$ cat config.mk
export PLATFORM = sky130hd
export DESIGN_NAME = pfa_ctrl
export DESIGN_NICKNAME = d
export VERILOG_FILES = /design/src/pfa_pkg.sv /design/src/pfa_ctrl.sv
export SDC_FILE = /design/constraint.sdc
export NUM_CORES = 1
export LEC_CHECK = 0
export ABC_AREA = 1
export BUFFER_PORTS_ARGS = -buffer_cell sky130_fd_sc_hd__buf_2
export CORE_AREA = 10 10 47 49
export CTS_CLUSTER_DIAMETER = 40
export DETAILED_ROUTE_END_ITERATION = 12
export DIE_AREA = 0 0 57 59
export GPL_ROUTABILITY_DRIVEN = 0
export MAX_ROUTING_LAYER = met4
export PLACE_DENSITY = 0.46
export SLEW_MARGIN = 15
export SYNTH_ARGS = -nofsm -noshare
export SYNTH_HDL_FRONTEND = slang
export SYNTH_SLANG_ARGS = --single-unit
$ cat constraint.sdc
create_clock -name clk -period 1.06 [get_ports clk]
set_clock_uncertainty 0.2 [all_clocks]
set_input_delay 0.106 -clock clk [delete_from_list [all_inputs] [get_ports clk]]
set_output_delay 0.106 -clock clk [all_outputs]
set_load 0.01 [all_outputs]
$ cat src/pfa_pkg.sv
package pfa_pkg;

  localparam int ADDR_W   = 32;
  localparam int PG_SHIFT = 12;
  localparam int IDX_W    = ADDR_W - PG_SHIFT;
  localparam int PTR_W    = IDX_W + 1;
  localparam int CFG_W    = 13;
  localparam int CFG_IDX_W = 2;
  localparam int CNT_W    = 8;
  localparam int ST_W     = 3;

  localparam logic [CFG_W-1:0] CNT_MAX = {CFG_W{1'b1}};

  localparam logic [CFG_IDX_W-1:0] CFG_FIRST = 2'd0;
  localparam logic [CFG_IDX_W-1:0] CFG_TOTAL = 2'd1;

  localparam logic REQ_ALLOC   = 1'b0;
  localparam logic REQ_RELEASE = 1'b1;

  localparam logic [ST_W-1:0] ST_OK         = 3'd0;
  localparam logic [ST_W-1:0] ST_OOM        = 3'd1;
  localparam logic [ST_W-1:0] ST_MISALIGNED = 3'd2;
  localparam logic [ST_W-1:0] ST_RANGE      = 3'd3;
  localparam logic [ST_W-1:0] ST_UNREF      = 3'd4;

  typedef struct packed {
    logic              req_type;
    logic [ADDR_W-1:0] page_addr;
  } in_t;

  typedef struct packed {
    logic [ADDR_W-1:0] alloc_addr;
    logic [ST_W-1:0]   status;
    logic [CFG_W-1:0]  free_count;
  } out_t;

  typedef struct packed {
    logic clr_step;
    logic load_req;
    logic scan_step;
    logic take_alloc;
    logic fail_oom;
    logic rel_read;
    logic rel_eval;
    logic finish;
  } cmd_t;

  typedef struct packed {
    logic clr_last;
    logic is_release;
    logic scan_hit;
    logic scan_empty;
  } sts_t;

endpackage

$ cat src/pfa_ctrl.sv
module pfa_ctrl (
  input  logic           clk,
  input  logic           rst_n,
  input  logic           start,
  input  pfa_pkg::sts_t  sts,
  output logic           busy,
  output pfa_pkg::cmd_t  cmd
);
  import pfa_pkg::*;

  localparam logic [2:0] S_CLEAR  = 3'd0;
  localparam logic [2:0] S_IDLE   = 3'd1;
  localparam logic [2:0] S_SCAN   = 3'd2;
  localparam logic [2:0] S_REL_RD = 3'd3;
  localparam logic [2:0] S_REL_EV = 3'd4;

  logic [2:0] state_r, state_nxt;

  // request type comes straight from the input word in idle
  function automatic logic in_is_release(input logic go, input sts_t s);
    in_is_release = go & s.is_release;
  endfunction

  always_ff @(posedge clk) begin
    if (!rst_n) begin
      state_r <= S_CLEAR;
    end else begin
      state_r <= state_nxt;
    end
  end

  always_comb begin
    state_nxt = state_r;
    cmd       = '0;
    case (state_r)
      S_CLEAR: begin
        cmd.clr_step = 1'b1;
        if (sts.clr_last) begin
          state_nxt = S_IDLE;
        end
      end
      S_IDLE: begin
        if (start) begin
          cmd.load_req = 1'b1;
          state_nxt    = (in_is_release(start, sts)) ? S_REL_RD : S_SCAN;
        end
      end
      S_SCAN: begin
        cmd.scan_step = 1'b1;
        if (sts.scan_hit) begin
          cmd.take_alloc = 1'b1;
          cmd.finish     = 1'b1;
          state_nxt      = S_IDLE;
        end else if (sts.scan_empty) begin
          cmd.fail_oom = 1'b1;
          cmd.finish   = 1'b1;
          state_nxt    = S_IDLE;
        end
      end
      S_REL_RD: begin
        cmd.rel_read = 1'b1;
        state_nxt    = S_REL_EV;
      end
      S_REL_EV: begin
        cmd.rel_eval = 1'b1;
        cmd.finish   = 1'b1;
        state_nxt    = S_IDLE;
      end
      default: begin
        state_nxt = S_IDLE;
      end
    endcase
  end

  assign busy = (state_r != S_IDLE);

endmodule

* Word level (Yosys, flattened, before mapping) *
Index checks and enable logic that the tools add are counted.
Widths: inputs -> output; s select.

cells by class
  equal/unequal tests = 8
  muxes and demuxes = 17
  bitwise operators = 1
  reductions and logical operators = 2

operator list
  cell                count
  $mux 3              5
  $pmux 3 s4          1
  $mux 1              10
  $eq 3x2->1 const B  2
  $ne 2x2->1 const B  2
  $eq 3x1->1 const B  1
  $eq 3x3->1 const B  1
  $logic_not 3->1     1
  $ne 3x1->1 const B  1
  $ne 3x3->1 const B  1
  $reduce_and 3->1    1
  $pmux 1 s2          1
  $and 1x1->1         1

storage, ports and cells
  flip-flop bits (word level) = 3
  input port bits = 7
  output and inout port bits = 9
  word-level logic and storage cells = 29

* Longest topological paths before layout *
  depth in word-level cells = 4
  mapped depth = 7

* Worst setup path before layout *
Ideal clock, no wire load.

  kind = register -> output
  start point = register state_r[1]
  end point = output cmd[0] (netlist name)
  arrival time = 821 ps
  required time = 754 ps
  setup slack = -67 ps
  cell stages (with the launch flop) = 5
  cells stage by stage = dfxtp_1 > inv_1 > nor2_1 > nand2_1 > o22ai_1

RTL lines
  element                 RTL line        RTL
  start, declared         pfa_ctrl.sv:17  logic [2:0] state_r, state_nxt;
  start signal, assigned  pfa_ctrl.sv:28  state_r <= state_nxt;
  end, declared           pfa_ctrl.sv:7   output pfa_pkg::cmd_t cmd

==> impl_metrics.yaml <==
route:
  wl_met2_microns: 449
  wl_met1_microns: 247
  vias: 320
  postRouteAntennaNets: 0
  wl_per_cell_microns: 9.64
  viasPerCell: 3.95
  remaining_drc_errors: 0
  top_layer: "met3"
  drtIter0Drc: 3
  dr_wl_met3_microns: 85
  routed_wl_microns: 781
  drt_pre_antenna_iters: 3
synthesis:
  synthXorXnorAreaFrac_pct: 0
  synthSimpleGateAreaFrac_pct: 43.3
  ys_seq_area_share_pct: 28.1
  synth_top_area_share_pct: 28.1
  synth_area_per_cell_sq_um: 5.78
  synth_top_family_by_area: "simple AND/OR/NAND/NOR gates"
  synth_cell_types: 15
  synth-edff-count: 0
  yosysMostFrequentCell: "inv_1"
  netlist_instances: 37
  yosysTopAreaCell: "dfxtp_1"
  ys.flop_type: "dfxtp_1"
  synthArstFlopShare_pct: 0
  ys_ff_latch: 3
  yosys_warnings: 0
  synthTopCellsByArea: "dfxtp_1 28%, inv_1 16%, nor2_1 12%"
  synth-compound-area-share_pct: 11.1
  synth_common_cells: "9 x inv_1, 7 x nor2_1, 5 x nand2_1"
  synthMuxAreaShare_pct: 0
  synth_area_sq_um: 214
  syn-num-nets: 44
  synthAdderAreaFrac_pct: 0
placed_design:
  dp_slack_ns: -0.119
  dp_cells: 72
  port_buffers: 15
  dp.final_hpwl_microns: 618
  placed_area_sq_um: 360
power:
  ir_drop_mv: 0.400
  total_power_uw: 497
  p_leak_nw: 0.270
  p_per_area_nw_per_um2: 1010
finish:
  final_core_util_pct: 35.3
  drive_gt1_share_pct: 69.2
  reg.largest.list: "state_r: 3 flops"
  largest_reg_flops: 3
  final.fill_count: 155
  regArea_sq_um: 68.8
  final_nets: 73
  multi_input_comb_area_sq_um: 171
  design_area_sq_um: 494
  antenna_cells: 0
  instances_no_fill: 81
  area_delta_synth_final_pct: 131
  regMostFlops: "state_r"
clock_tree:
  clock_path_buffers: 2
  h-tree-depth: 1
  cts_made_buffers: 3
  clock_sinks: 3
  clkLatencyLatePin_ns: 0.23
  root_buffer: "clkbuf_4"
  path_clk_slew_ns: 0.03
  postCtsHoldBufs: 1
  cts_tree: "yes"
die:
  die_h_microns: 59
  row_count: 14
  die-area_sq_um: 3360
  die_w_microns: 57
  core_area_sq_um: 1400
  start_util_pct: 15.3
  io_pins: 16
sta:
  worst_pin_slew_ns: 0.197
  whs_ns: -0.0116
  rsz0062_at_grt: "yes"
  drv_slew: 0
  setup_violations: 12
  period_share_pct: 128
  fin_ws_ns: -0.292
  timing.slew.headroom_pct: 86.8
  timing.fmax_ghz: 0.740
  finalHoldViolations: 1
  fin_crit_ns: 1.35
worst_setup_path:
  crit_arrival_ns: 1.05
  cp_max_fo: 3
  crit_type: "flop to output port"
  worst_setup_path_end_kind: "output port"
  critPathLaunchType: "flop"
  worst_ep_required_time_ns: 0.75
  r2r_cells: 9
grt:
  track_usage_pct: 4.90
  antenna_found_initial: 0
  grt_max_degree: 7
  grt_pass1_vias: 316
  grt_pass1_wl_microns: 1280
  globalRouteOverflowTotal: 0
status:
  failed_checks: "hold timing, setup timing"
  status: "complete, but fails checks"
worst_hold_path:
  hold-path-cell-count: 3
  hp-class: "primary input to flop"
flow_run:
  cap_viol_max_count: 0
==> power by group <==
group / internal (mW) / switching (mW) / leakage (nW)
clock: 0.141 / 0.0528 / 0.0150
sequential: 0.119 / 0.00964 / 0.0263
combinational: 0.0843 / 0.0910 / 0.228
==> critical path, cell delays in order (launching register included) <==
cell	delay [ns]
dfxtp_4	0.36
inv_4	0.05
buf_6	0.11
nor3_4	0.15
buf_2	0.15
==> routing by layer <==
layer	vias to the layer above	global-route usage (%)
met5	-	-
met4	0	4.03
met3	0	3.00
met2	9	7.60
met1	140	4.19
li1	171	-
==> repair_timing <==
item / CTS / global route
buffers inserted: 1 / 3
hold endpoints to repair: 3 / 1
endpoints found under the setup margin: 11 / 12
gates resized for setup: 12 / 7
pin swaps: 3 / 3
==> logic make-up after synthesis <==
logic type,Yosys count
and+or+nand+nor,20
buffers and inverters,10
AOI/OAI and AO/OA,4
DFF,3
==> area by class of cell <==
cell class | count | area share, %
Multi-Input combinational cell | 24 | 34.7
Timing Repair Buffer | 24 | 33.4
Sequential cell | 3 | 13.9
Inverter | 10 | 8.61
Clock buffer | 4 | 5.32
Tap cell | 16 | 4.05
==> worst paths after layout <==
kind | start | endpoint | slack [ns]
worst max-delay path | state_r[1] | cmd[2] | -0.29
worst min-delay path | start | state_r[1] | -0.01
worst max register to register | state_r[1] | state_r[0] | -0.24
worst min register to register | state_r[2] | state_r[2] | 0.29
==> metrics by stage <==
stage / TNS (ns) / hold slack (ns)
3_5_place_dp: -0.590 / 0.109
6_report: -2.78 / -0.0116
2_1_floorplan: -0.00604 / 0.00363
3_3_place_gp: -0.458 / 0.109
5_1_grt: -3.59 / -0.00963
4_1_cts: -2.62 / -0.0308
==> layout by cell type (no fill, tap or decap), types with 3 or more instances in the layout <==
cell type | Yosys | layout
nor2_1 | 7 | 3
nand2_1 | 5 | 4
nor2_2 | 2 | 4
buf_4 | 0 | 6
buf_2 | 0 | 13
inv_1 | 9 | 6
buf_6 | 0 | 4
clkbuf_4 | 0 | 3
No activity file was read; power rests on OpenSTA's default activity.
